**config.mk**
```make
export PLATFORM = sky130hd
export DESIGN_NAME = char_lcd_nibble_write_sequencer_core
export DESIGN_NICKNAME = d
export VERILOG_FILES = /design/src/rtl/clnws_pkg.sv /design/src/rtl/clnws_front.sv /design/src/rtl/clnws_queue.sv /design/src/rtl/clnws_back.sv /design/src/rtl/char_lcd_nibble_write_sequencer_core.sv
export SDC_FILE = /design/constraint.sdc
export NUM_CORES = 1
export LEC_CHECK = 0
export BUFFER_PORTS_ARGS = -buffer_cell sky130_fd_sc_hd__clkbuf_2
export CAP_MARGIN = 20
export CORE_MARGIN = 3
export CORE_UTILIZATION = 40
export DETAILED_ROUTE_END_ITERATION = 16
export PLACE_DENSITY = 0.57
export SKIP_LAST_GASP = 1
export SYNTH_ARGS = -nofsm -noshare
export SYNTH_HDL_FRONTEND = slang
export SYNTH_SLANG_ARGS = --single-unit
```
**constraint.sdc**
```tcl
create_clock -name clk -period 3.63 [get_ports clk]
set_clock_uncertainty 0.1 [all_clocks]
set_input_delay 0.9075 -clock clk [delete_from_list [all_inputs] [get_ports clk]]
set_output_delay 0.9075 -clock clk [all_outputs]
set_load 0.01 [all_outputs]
```
**src/rtl/clnws_pkg.sv**
```systemverilog
// Shared types, codes and constants for the character-LCD nibble write sequencer.
// Used by the front classifier, the item queue, the pin-state back end and the top level.
// No dependencies.
`timescale 1ns / 1ps
`default_nettype none

package clnws_pkg;

  // Input operation codes
  localparam logic [1:0] CMD_WRITE_COMMAND = 2'd0;
  localparam logic [1:0] CMD_WRITE_CHAR    = 2'd1;
  localparam logic [1:0] CMD_MOVE_CURSOR   = 2'd2;

  localparam int unsigned HOLD_W = 10;
  localparam logic [HOLD_W-1:0] WAIT_RESET_US = 10'd800;
  localparam logic [HOLD_W-1:0] NIBBLE_HOLD_US = 10'd3;
  localparam logic [7:0] HIGH_NIBBLE_MASK = 8'hF0;
  localparam logic [7:0] LOW_NIBBLE_MASK  = 8'h0F;
  localparam logic [7:0] SET_DDRAM_ADDR   = 8'h80;

  // Pin-state phases of one transaction; the wait phase only precedes
  // the first character after a command.
  localparam logic [2:0] PH_WAIT     = 3'd0;
  localparam logic [2:0] PH_SETUP    = 3'd1;
  localparam logic [2:0] PH_EN_OLD   = 3'd2;
  localparam logic [2:0] PH_EN_HI    = 3'd3;
  localparam logic [2:0] PH_LATCH_HI = 3'd4;
  localparam logic [2:0] PH_EN_HI2   = 3'd5;
  localparam logic [2:0] PH_EN_LO    = 3'd6;
  localparam logic [2:0] PH_LATCH_LO = 3'd7;

  // One classified item between front and back
  typedef struct packed {
    logic              rs;
    logic [7:0]        data_byte;
    logic [3:0]        old_nibble;
    logic              old_rs;
    logic              with_wait;
    logic [HOLD_W-1:0] wait_us;
  } clnws_item_t;

  function automatic logic [7:0] row_offset(input logic [1:0] r);
    logic [7:0] o;
    case (r)
      2'd0: o = 8'h00;
      2'd1: o = 8'h40;
      2'd2: o = 8'h10;
      default: o = 8'h50;
    endcase
    return o;
  endfunction

endpackage

`default_nettype wire

```
**src/rtl/clnws_front.sv**
```systemverilog
// Front end: accepts input items, classifies them and tracks the display line state.
// Holds the post-command wait register. Depends on clnws_pkg.
`timescale 1ns / 1ps
`default_nettype none

module clnws_front (
  input  wire                  clk,
  input  wire                  rst,
  input  wire                  in_valid,
  output logic                 in_ready,
  input  wire  [1:0]           cmd,
  input  wire  [7:0]           value,
  input  wire  [1:0]           row,
  input  wire  [3:0]           col,
  input  wire                  cfg_valid,
  output logic                 cfg_ready,
  input  wire  [9:0]           cfg_data,
  output logic                 push,
  output clnws_pkg::clnws_item_t push_item,
  input  wire                  queue_full
);
  import clnws_pkg::*;

  logic [HOLD_W-1:0] wait_us;
  logic              command_pending;
  logic [3:0]        bus_level;
  logic              select_level;
  logic              accept;
  logic              is_write;
  logic [7:0]        cursor_addr;

  assign in_ready  = !queue_full;
  assign cfg_ready = 1'b1;
  assign accept    = in_valid && in_ready;
  assign cursor_addr = (8'(col) + row_offset(row)) | SET_DDRAM_ADDR;

  always_comb begin
    is_write            = 1'b1;
    push_item.rs        = 1'b0;
    push_item.data_byte = value;
    push_item.with_wait = 1'b0;
    case (cmd)
      CMD_WRITE_COMMAND: begin
        push_item.rs = 1'b0;
      end
      CMD_WRITE_CHAR: begin
        push_item.rs        = 1'b1;
        push_item.with_wait = command_pending;
      end
      CMD_MOVE_CURSOR: begin
        push_item.data_byte = cursor_addr;
      end
      default: begin
        is_write = 1'b0;
      end
    endcase
    push_item.old_nibble = bus_level;
    push_item.old_rs     = select_level;
    push_item.wait_us    = wait_us;
  end

  assign push = accept && is_write;

  always_ff @(posedge clk) begin
    if (rst) begin
      wait_us         <= WAIT_RESET_US;
      command_pending <= 1'b0;
      bus_level       <= 4'd0;
      select_level    <= 1'b0;
    end else begin
      if (cfg_valid) begin
        wait_us <= cfg_data;
      end
      if (push) begin
        command_pending <= !push_item.rs;
        bus_level       <= push_item.data_byte[3:0];
        select_level    <= push_item.rs;
      end
    end
  end

endmodule

`default_nettype wire

```
**src/rtl/clnws_queue.sv**
```systemverilog
// Two-entry queue of classified items between front and back end.
// Depends on clnws_pkg.
`timescale 1ns / 1ps
`default_nettype none

module clnws_queue (
  input  wire                   clk,
  input  wire                   rst,
  input  wire                   push,
  input  clnws_pkg::clnws_item_t push_item,
  output logic                  full,
  input  wire                   pop,
  output logic                  not_empty,
  output clnws_pkg::clnws_item_t head
);
  import clnws_pkg::*;

  clnws_item_t slots [2];
  logic        wr_ptr;
  logic        rd_ptr;
  logic [1:0]  count;
  logic        do_pop;

  assign full      = (count == 2'd2);
  assign not_empty = (count != 2'd0);
  assign head      = slots[rd_ptr];
  assign do_pop    = pop && not_empty;

  always_ff @(posedge clk) begin
    if (push) begin
      slots[wr_ptr] <= push_item;
    end
  end

  always_ff @(posedge clk) begin
    if (rst) begin
      wr_ptr <= 1'b0;
      rd_ptr <= 1'b0;
      count  <= 2'd0;
    end else begin
      if (push) wr_ptr <= !wr_ptr;
      if (do_pop) rd_ptr <= !rd_ptr;
      case ({push, do_pop})
        2'b10:   count <= count + 2'd1;
        2'b01:   count <= count - 2'd1;
        default: count <= count;
      endcase
    end
  end

endmodule

`default_nettype wire

```
**src/rtl/clnws_back.sv**
```systemverilog
// Back end: walks each item's pin states, one per unstalled cycle, into an output register.
// Depends on clnws_pkg.
`timescale 1ns / 1ps
`default_nettype none

module clnws_back (
  input  wire                   clk,
  input  wire                   rst,
  input  wire                   not_empty,
  input  clnws_pkg::clnws_item_t head,
  output logic                  pop,
  output logic                  out_valid,
  input  wire                   out_ready,
  output logic                  reg_select,
  output logic                  enable,
  output logic [3:0]            bus_nibble,
  output logic [9:0]            hold_us,
  output logic                  last
);
  import clnws_pkg::*;

  logic [2:0]        step;
  logic [2:0]        phase;
  logic              load;
  logic              is_last;
  logic              rs_n;
  logic              en_n;
  logic [3:0]        nib_n;
  logic [HOLD_W-1:0] hold_n;
  logic [HOLD_W-1:0] edge_hold;
  logic [3:0]        hi;
  logic [3:0]        lo;

  assign load    = not_empty && (!out_valid || out_ready);
  assign phase   = step + {2'b00, !head.with_wait};
  assign is_last = (phase == PH_LATCH_LO);
  assign pop     = load && is_last;
  assign hi      = 4'((head.data_byte & HIGH_NIBBLE_MASK) >> 4);
  assign lo      = 4'(head.data_byte & LOW_NIBBLE_MASK);
  assign edge_hold = {{(HOLD_W-1){1'b0}}, head.rs};

  always_comb begin
    rs_n   = head.rs;
    en_n   = 1'b0;
    nib_n  = head.old_nibble;
    hold_n = NIBBLE_HOLD_US;
    unique case (phase)
      PH_WAIT: begin
        rs_n   = head.old_rs;
        hold_n = head.wait_us;
      end
      PH_SETUP:    hold_n = edge_hold;
      PH_EN_OLD: begin
        en_n   = 1'b1;
        hold_n = edge_hold;
      end
      PH_EN_HI: begin
        en_n  = 1'b1;
        nib_n = hi;
      end
      PH_LATCH_HI: nib_n = hi;
      PH_EN_HI2: begin
        en_n  = 1'b1;
        nib_n = hi;
      end
      PH_EN_LO: begin
        en_n  = 1'b1;
        nib_n = lo;
      end
      PH_LATCH_LO: begin
        nib_n  = lo;
        hold_n = edge_hold;
      end
      default: ;
    endcase
  end

  always_ff @(posedge clk) begin
    if (rst) begin
      step      <= 3'd0;
      out_valid <= 1'b0;
    end else begin
      if (load) begin
        out_valid <= 1'b1;
        step      <= is_last ? 3'd0 : step + 3'd1;
      end else if (out_ready) begin
        out_valid <= 1'b0;
      end
    end
  end

  always_ff @(posedge clk) begin
    if (load) begin
      reg_select <= rs_n;
      enable     <= en_n;
      bus_nibble <= nib_n;
      hold_us    <= hold_n;
      last       <= is_last;
    end
  end

endmodule

`default_nettype wire

```
**src/rtl/char_lcd_nibble_write_sequencer_core.sv**
```systemverilog
// Top level of the character-LCD 4-bit write sequencer.
// Instantiates clnws_front, clnws_queue and clnws_back; depends on clnws_pkg.
`timescale 1ns / 1ps
`default_nettype none

// Usage:
//   Input channel (in_valid/in_ready, cmd/value/row/col) takes one transaction
//   per operation: write command byte, write character, or move cursor to a
//   row/column. Unused cmd code 3 is accepted and dropped with no output.
//   Output channel (out_valid/out_ready) delivers pin states: reg_select,
//   enable, bus_nibble and hold_us, with last set on the final state of a
//   transaction. A command or cursor move yields 7 states; a character
//   yields 7, or 8 when it is the first character after a command (a leading
//   wait state held for the configured post-command wait).
//   Configuration channel (cfg_valid/cfg_ready, cfg_data) writes the 10-bit
//   post-command wait in microseconds; cfg_ready is always high.
//   Path: the item enters the queue at the accepting edge, and the output
//   register then loads its first pin state from the queue head.
//   The back end emits one pin state per cycle while the receiver keeps
//   out_ready high. The two-entry queue lets the front accept new
//   transactions while the back end is still busy.
//   When the receiver stalls, the output register holds its state and the
//   back end freezes; the front keeps accepting until the queue fills.
//   Reset (rst, synchronous) empties the queue, clears the pending-command
//   flag and the tracked bus and select levels, and sets the wait to 800 us.

module char_lcd_nibble_write_sequencer_core (
  input  wire        clk,
  input  wire        rst,
  input  wire        in_valid,
  output logic       in_ready,
  input  wire  [1:0] cmd,
  input  wire  [7:0] value,
  input  wire  [1:0] row,
  input  wire  [3:0] col,
  input  wire        cfg_valid,
  output logic       cfg_ready,
  input  wire  [9:0] cfg_data,
  output logic       out_valid,
  input  wire        out_ready,
  output logic       reg_select,
  output logic       enable,
  output logic [3:0] bus_nibble,
  output logic [9:0] hold_us,
  output logic       last
);
  import clnws_pkg::*;

  logic        push;
  clnws_item_t push_item;
  logic        queue_full;
  logic        pop;
  logic        not_empty;
  clnws_item_t head;

  // Classify and track display state
  clnws_front u_front (
    .clk        (clk),
    .rst        (rst),
    .in_valid   (in_valid),
    .in_ready   (in_ready),
    .cmd        (cmd),
    .value      (value),
    .row        (row),
    .col        (col),
    .cfg_valid  (cfg_valid),
    .cfg_ready  (cfg_ready),
    .cfg_data   (cfg_data),
    .push       (push),
    .push_item  (push_item),
    .queue_full (queue_full)
  );

  // Decouple front and back
  clnws_queue u_queue (
    .clk       (clk),
    .rst       (rst),
    .push      (push),
    .push_item (push_item),
    .full      (queue_full),
    .pop       (pop),
    .not_empty (not_empty),
    .head      (head)
  );

  // Expand each item into pin states
  clnws_back u_back (
    .clk        (clk),
    .rst        (rst),
    .not_empty  (not_empty),
    .head       (head),
    .pop        (pop),
    .out_valid  (out_valid),
    .out_ready  (out_ready),
    .reg_select (reg_select),
    .enable     (enable),
    .bus_nibble (bus_nibble),
    .hold_us    (hold_us),
    .last       (last)
  );

endmodule

`default_nettype wire
```
==> results of run 1 <==
[sequential cells by signal (all words and copies together), names as in the netlist, named ones only]
name	cells
u_back.last	1
u_front.command_pending	1
u_front.wait_us	10
u_front.select_level	1
u_queue.slots	50
u_back.reg_select	1
u_queue.wr_ptr	1
u_back.out_valid	1
u_back.enable	1
u_queue.rd_ptr	1
u_back.hold_us	10
u_back.bus_nibble	4
u_front.bus_level	4
u_back.step	3
u_queue.count	2
[report_power, final]
| part | total [mW] | switching (mW) | internal [mW] |
|---|---|---|---|
| registers | 1.26 | 0.0298 | 1.23 |
| clock network | 0.681 | 0.361 | 0.320 |
| logic | 0.263 | 0.164 | 0.0989 |
| total | 2.20 | 0.555 | 1.65 |
[critical path, stage by stage, from the launching register on]
cell	delay [ns]
dfxtp_1	0.33
mux2i_1	0.13
ha_1	0.18
ha_1	0.54
nand2_1	0.23
nor4_4	0.22
ha_1	0.31
or3_1	0.38
a21oi_1	0.15
[layout make-up]
type | instances | area [um2] | area share
Timing Repair Buffer | 53 | 275.3 | 0.06509
Inverter | 5 | 18.77 | 0.004438
Clock inverter | 6 | 65.06 | 0.01538
Tap cell | 108 | 135.1 | 0.03195
Clock buffer | 10 | 127.6 | 0.03018
Sequential cell | 92 | 2512 | 0.5941
Multi-Input combinational cell | 159 | 1095 | 0.2589
[kinds of logic (layout without fill, tap and decap cells)]
family | Yosys count | after routing | share of synthesized area
and+or+nand+nor | 75 | 75 | 0.09546
other | 1 | 1 | 0.001015
xor gates and xnor gates | 7 | 7 | 0.01862
DFF | 92 | 92 | 0.6798
adders and majority gates | 4 | 4 | 0.01354
muxes | 40 | 40 | 0.1127
buffers and inverters | 18 | 74 | 0.02539
AOI/OAI and AO/OA | 32 | 32 | 0.05349
[per-layer routing]
metal	routed length (um)	vias to the layer above	share of wire
met4	185	0	0.028
met3	298	13	0.044
met5	0	-	0
met2	2780	67	0.41
li1	-	1075	-
met1	3453	1031	0.51
[cells in the final DEF (no fill, tap or decap), drive strengths merged, types with 4 or more instances in the layout]
master  count
nor2       31
edfxtp     67
a21oi      10
clkbuf     59
dfxtp      25
nand3       7
ha          4
mux2       10
inv         6
nand2      21
xnor2       5
buf         4
mux2i      30
a211oi      7
nand2b      4
nor2b       4
o21ai       8
[final timing paths]
| path | start | end | slack [ns] | cells past startpoint |
|---|---|---|---|---|
| max reg2reg | flip-flop | u_queue.count[1]$_SDFFE_PP0P_ | 1.00 | 8 |
| min | u_front.wait_us[8]$_SDFFE_PP1P_ | u_queue.slots[1][8]$_DFFE_PP_ | 0.36 | 0 |
| min reg2reg | u_front.wait_us[8]$_SDFFE_PP1P_ | u_queue.slots[1][8]$_DFFE_PP_ | 0.36 | 0 |
| max | flip-flop | u_queue.count[1]$_SDFFE_PP0P_ | 1.00 | 8 |
==> summary.md, run 1 <==
| Metric | Value |
|---|---|
| Status | finished, final reports clean |
| Mapped Cells | 269 |
| Max Slew Vio Count | 0 |
| Final Critical Period | ~2.6 ns |
| Cell area after layout | roughly 4200 um2 |
| Row count | 34 |
| Worst hold slack | between 0.3 and 0.4 ns |
| Root buf cell | clkbuf_8 |
| Core ar. | 8848 um2 |
| Met1 Use GR | 0.2154 |
| Final setup fails | 0 |
| DP HPWL | approximately 4.7 mm |
| Final worst-path cycle share | 0.7243 |
| DRT iter0 DRCs | 112 |
| Fmax | 380.3 MHz |
| Die Ht | 102.1 um |
| Total grt overflow | 0 |
| Dpl ws | 1.028 ns |
| Cells after DPL | approximately 420 |
| Arrival @ worst endpoint | 2.81 ns |
| Largest area contributor in the netlist | edfxtp_1 |
| RSZ-0062 raised after global routing | false |
| Area added between synthesis and finish | 14.42% |
| H-Tree Level Count | 3 |
| Synth Net Count | 304 |
| First-pass GRT wire length | 10.61 mm |
| Clk slew on worst S/H paths | about 0.090 ns |
| Post-layout util | 0.4779 |
| Worst Slack Setup Final | 1.001 ns |
| GRT met3 Usage | 0.02662 |
| Starting density of the core | 0.4177 |
| Unique masters post-synth | 38 |
| Mapped cell area | 3696 um2 |
| Vias in the first global route | 2035 |
| Most frequent cell after synthesis | edfxtp_1 |
| Area share of the largest cell type after synthesis | 0.5443 |
| # clock sinks | 92 |
| Mean post-synth cell area | 13.74 um2 |
| Via/cell ratio | 5.048 |
| # Post-CTS Setup Buffers | 0 |
| CP max FO | 14 |
| Layout filler cell count | around 800 |
| Req. time, crit path | 3.81 ns |
| Sequential fraction of the synthesis area | 0.6798 |
| Lkg Pwr | 1.602 nW |
| Worst-margin pin slew | 0.6699 ns |
| Crit Path Category | flip-flop to flip-flop |
| Max clock buf depth | 2 |
| CTS Hold Bufs | 0 |
| Top post-synthesis cells by area | edfxtp_1 (54%), dfxtp_1 (14%), mux2i_1 (8.1%), nor2_1 (3.1%), mux2_2 (2.4%) |
| Busiest layer in global routing | met1 |
| I/O Pins | between 50 and 60 |
| Largest net degree at the start of global routing | 25 |
| Port buffer count | 49 |
| Maximum vdd ir drop | roughly 170 uV |
| EDFF count, synth | 67 |
| Clock buffer count from CTS | 9 |
| Post-CTS sizing | 0 |
| Cell Pwr Density | between 500 and 600 nW/um2 |
| Tot Pwr | 2.204 mW |
| Final nets | around 360 |
| Critical path launch point type | flip-flop |
| DRC | 0 |
| Initial antenna violation count | 0 |
| Worst Setup End Kind | flip-flop |
| Ys flop type | edfxtp_1 |
| # diodes | 0 |
| M2 GR Usage | 0.1724 |
| Post-Place Cell Area | 4036 um2 |
| Final ANT Viol Nets | 0 |
| Die Wd | 102.1 um |
| #FFs+latches synth | 92 |
| Async SR Flop Fraction | 0 |
| Max-Cap Viols | 0 |
| Worst slew margin | 0.5529 |
| Clock insertion delay at the later pin of the skew report | 0.36 ns |
| Wirelength per Cell | 15.52 um |
| Yosys Warn Count | 0 |
| TNS Setup | 0 ns |
| Die area | 10430 um2 |
| Share of cells above drive strength 1 | 0.2554 |
| Final Wtd Congestion | about 0.76 |
| Synth top cells by count | edfxtp_1 (67), nor2_1 (31), mux2i_1 (30), dfxtp_1 (25), nand2_1 (21) |
| DR pass1 iterations | 4 |
| HP Class | flip-flop to flip-flop |
| Post-Layout Cell Count | 433 |
| Total Routing Usage GR | 0.1368 |
| Hold Violations, Final | 0 |
| TritonCTS clock tree | built |
| Post-Route WL | 6.718 mm |
| Via count | 2186 |
Note: power is estimated with default switching activity, not from simulation.
==> run 2: changes to the inputs <==
--- a/config.mk
+++ b/config.mk
@@ -5,12 +5,13 @@
 export SDC_FILE = /design/constraint.sdc
 export NUM_CORES = 1
 export LEC_CHECK = 0
+export ABC_AREA = 1
 export BUFFER_PORTS_ARGS = -buffer_cell sky130_fd_sc_hd__clkbuf_2
 export CAP_MARGIN = 20
 export CORE_MARGIN = 3
 export CORE_UTILIZATION = 40
 export DETAILED_ROUTE_END_ITERATION = 16
-export PLACE_DENSITY = 0.57
+export PLACE_DENSITY = 0.59
 export SKIP_LAST_GASP = 1
 export SYNTH_ARGS = -nofsm -noshare
 export SYNTH_HDL_FRONTEND = slang
==> constraint.sdc (replaced) <==
create_clock -name clk -period 2.35 [get_ports clk]
set_clock_uncertainty 0.1 [all_clocks]
set_input_delay 0.5875 -clock clk [delete_from_list [all_inputs] [get_ports clk]]
set_output_delay 0.5875 -clock clk [all_outputs]
set_load 0.01 [all_outputs]
==> run 2 against run 1 <==
Clock power increased by 56%. Routed wire length rose by 2.2%. Critical endpoint unchanged. Hold slack got worse by 0.025 ns. Combinational power grew 35%. Fmax rose by 20%.
==> summary.md, run 2 <==
| Metric | Value |
|---|---|
| Most frequent cell after synthesis | nand2_1 |
| Clock buffer count from CTS | 9 (unchanged) |
| # diodes | 0 (unchanged) |
| DRT iter0 DRCs | 92 (-18%) |
| Final ANT Viol Nets | 0 (unchanged) |
| Final setup fails | 0 (unchanged) |
| Vias in the first global route | 2355 (+16%) |
| Share of cells above drive strength 1 | 0.2423 (-0.01310) |
| Clk slew on worst S/H paths | 0.09 ns (about the same) |
| Status | finished, final reports clean |
| Hold Violations, Final | 0 (unchanged) |
| Ys flop type | edfxtp_1 |
| CTS Hold Bufs | 0 (unchanged) |
| Final nets | 451 (+27%) |
| TritonCTS clock tree | built |
| Cell Pwr Density | 774.5 nW/um2 (+49%) |
| Yosys Warn Count | 0 (unchanged) |
| Worst Setup End Kind | flip-flop |
| Row count | 34 (unchanged) |
| Top post-synthesis cells by area | edfxtp_1 (54%), dfxtp_1 (13%), nand2_1 (11%), nor2_1 (3.3%), inv_1 (2.9%) |
| Area share of the largest cell type after synthesis | 0.5392 (-0.005111) |
| Initial antenna violation count | 0 (unchanged) |
| Worst slew margin | 0.5954 (+0.04248) |
| Area added between synthesis and finish | 15.69% |
| Die area | 10520 um2 (+0.89%) |
| Final Critical Period | 2.186 ns (-0.4435 ns) |
| Mapped cell area | 3731 um2 (+0.95%) |
| Synth Net Count | 393 (+29%) |
| Final Wtd Congestion | 0.8116 (+7.3%) |
| Post-CTS sizing | 0 (unchanged) |
| # clock sinks | 92 (unchanged) |
| Arrival @ worst endpoint | 2.37 ns (-0.44 ns) |
| Cell area after layout | 4317 um2 (+2.1%) |
| Max-Cap Viols | 0 (unchanged) |
| Synth top cells by count | nand2_1 (112), edfxtp_1 (67), nor2_1 (33), inv_1 (29), dfxtp_1 (25) |
| Most flops, register | u_queue.slots |
| Root buf cell | clkbuf_8 |
| Largest net degree at the start of global routing | 26 (+4.0%) |
| Dpl ws | 0.06984 ns (-0.9584 ns) |
| I/O Pins | 51 (unchanged) |
| Maximum vdd ir drop | 312.3 uV (+84%) |
| Post-layout util | 0.4855 (+0.007564) |
| Largest area contributor in the netlist | edfxtp_1 |
| Unique masters post-synth | 32 (-16%) |
| Hold path cells | 3 (+3) |
| Die Ht | 102.6 um (+0.45%) |
| #FFs+latches synth | 92 (unchanged) |
| EDFF count, synth | 67 (unchanged) |
| Commonest cells after routing, fill and taps aside | nand2_1 (111), edfxtp_1 (67), clkbuf_2 (49) |
| Core ar. | 8891 um2 (+0.48%) |
| Port buffer count | 49 (unchanged) |
| Sequential fraction of the synthesis area | 0.6734 (-0.006383) |
| Via count | 2468 (+13%) |
| Worst Slack Setup Final | 0.1641 ns (-0.8365 ns) |
| Commonest non-fill, non-tap cell in the layout | nand2_1 |
| Total Routing Usage GR | 0.1437 (+0.006826) |
| Mean post-synth cell area | 10.42 um2 (-24%) |
| Lkg Pwr | 1.861 nW (+16%) |
| DR pass1 iterations | 4 (unchanged) |
| Via/cell ratio | 4.665 (-7.6%) |
| Starting density of the core | 0.4196 (+0.001942) |
| Critical path launch point type | flip-flop |
| CP max FO | 5 (-9) |
| # Post-CTS Setup Buffers | 0 (unchanged) |
| Fmax | 457.5 MHz (+20%) |
| Die Wd | 102.6 um (+0.45%) |
| First-pass GRT wire length | 11.45 mm (+8.0%) |
| Post-Place Cell Area | 4109 um2 (+1.8%) |
| Wirelength per Cell | 12.98 um (-16%) |
| Mapped Cells | 358 (+33%) |
| Top Registers | u_queue.slots: 50 flops, u_back.hold_us: 10 flops, u_front.wait_us: 10 flops |
| Worst-margin pin slew | 0.6062 ns (-0.06364 ns) |
| Async SR Flop Fraction | 0 (unchanged) |
| Max clock buf depth | 2 (unchanged) |
| HP Class | input port to flip-flop |
| H-Tree Level Count | 3 (unchanged) |
| Max reg flops | 50 (unchanged) |
| Post-Route WL | 6.867 mm (+2.2%) |
| Final worst-path cycle share | 0.9302 (+0.2058) |
| Crit Path Category | flip-flop to flip-flop |
| DRC | 0 (unchanged) |
| DP HPWL | 4.813 mm (+2.3%) |
| Reg2reg path depth | 13 (+5) |
| Total grt overflow | 0 (unchanged) |
| Max Slew Vio Count | 0 (unchanged) |
| Clock insertion delay at the later pin of the skew report | 0.35 ns (about the same) |
| Req. time, crit path | 2.54 ns (-1.27 ns) |
run 2: cell types whose count changed in the layout (fill, tap and decap cells not counted), moves of 8 or more:
cell and delta:
nand3_1 +8, nand2_2 +8, o21ai_0 +9, mux2i_1 -29
nand2_1 +90, inv_1 +24, mux2_2 -8
run 2: final cells by class:
| cell class | instances | area [um2] |
|---|---|---|
| fill | 808 | 4574 |
| sequential | 92 | 2514 |
| multi-input combinational | 220 | 1030 |
| timing repair buffer | 56 | 297.8 |
| inverter | 37 | 141.4 |
| tap | 108 | 135.1 |
| clock buffer | 9 | 123.9 |
| clock inverter | 7 | 75.07 |
run 2: worst max-delay path, cell delays in order (launching register included):
cell and delay [ns]:
dfxtp_2 0.34, mux2i_1 0.20, ha_1 0.17, ha_2 0.28, nand2_2 0.11, inv_2 0.06
nand2_4 0.09, nor2_4 0.04, ha_1 0.28, inv_1 0.08, nand2_1 0.06, nor2_2 0.09
o21ai_0 0.08, a21oi_1 0.14
run 2: kinds of logic (layout without fill, tap and decap cells):
kind of cell	Yosys count	in the layout	synth area share
muxes	1	1	0.002683
and+or+nand+nor	178	178	0.2036
adders and majority gates	4	4	0.01341
buffers and inverters	46	109	0.05399
DFF	92	92	0.6734
AOI/OAI and AO/OA	35	35	0.04963
xor gates and xnor gates	1	1	0.002348
other	1	1	0.001005
run 2: metrics by stage:
step,hold WS [ns],power (mW),setup TNS [ns],std cells
floorplan,0.3202,2.179,-0.05838,358
global placement,0.3346,2.312,0,513
detailed placement,0.3405,2.320,0,513
CTS,0.3256,3.368,0,529
global route,0.3319,3.518,-0.001538,529
finish,0.3400,3.343,0,529
run 2: routing by layer:
layer  GRT usage  share of wire
met5           0              0
met4     0.05449          0.020
met3     0.03924          0.047
met2      0.2210           0.46
met1      0.1948           0.48
run 2: worst paths after layout:
kind | from | endpoint | slack (ns)
max | flip-flop | u_queue.count[1]$_SDFFE_PP0P_ | 0.16
min | cfg_data[8] | u_front.wait_us[8]$_SDFFE_PP1P_ | 0.34
max reg2reg | flip-flop | u_queue.count[1]$_SDFFE_PP0P_ | 0.16
min reg2reg | u_front.wait_us[0]$_SDFFE_PP0P_ | u_queue.slots[1][0]$_DFFE_PP_ | 0.36
run 2: where the power goes:
part / switching, mW / leakage [nW] / internal [mW]
clock: 0.565 / 0.100 / 0.498
combinational: 0.226 / 0.924 / 0.128
sequential: 0.0451 / 0.836 / 1.88
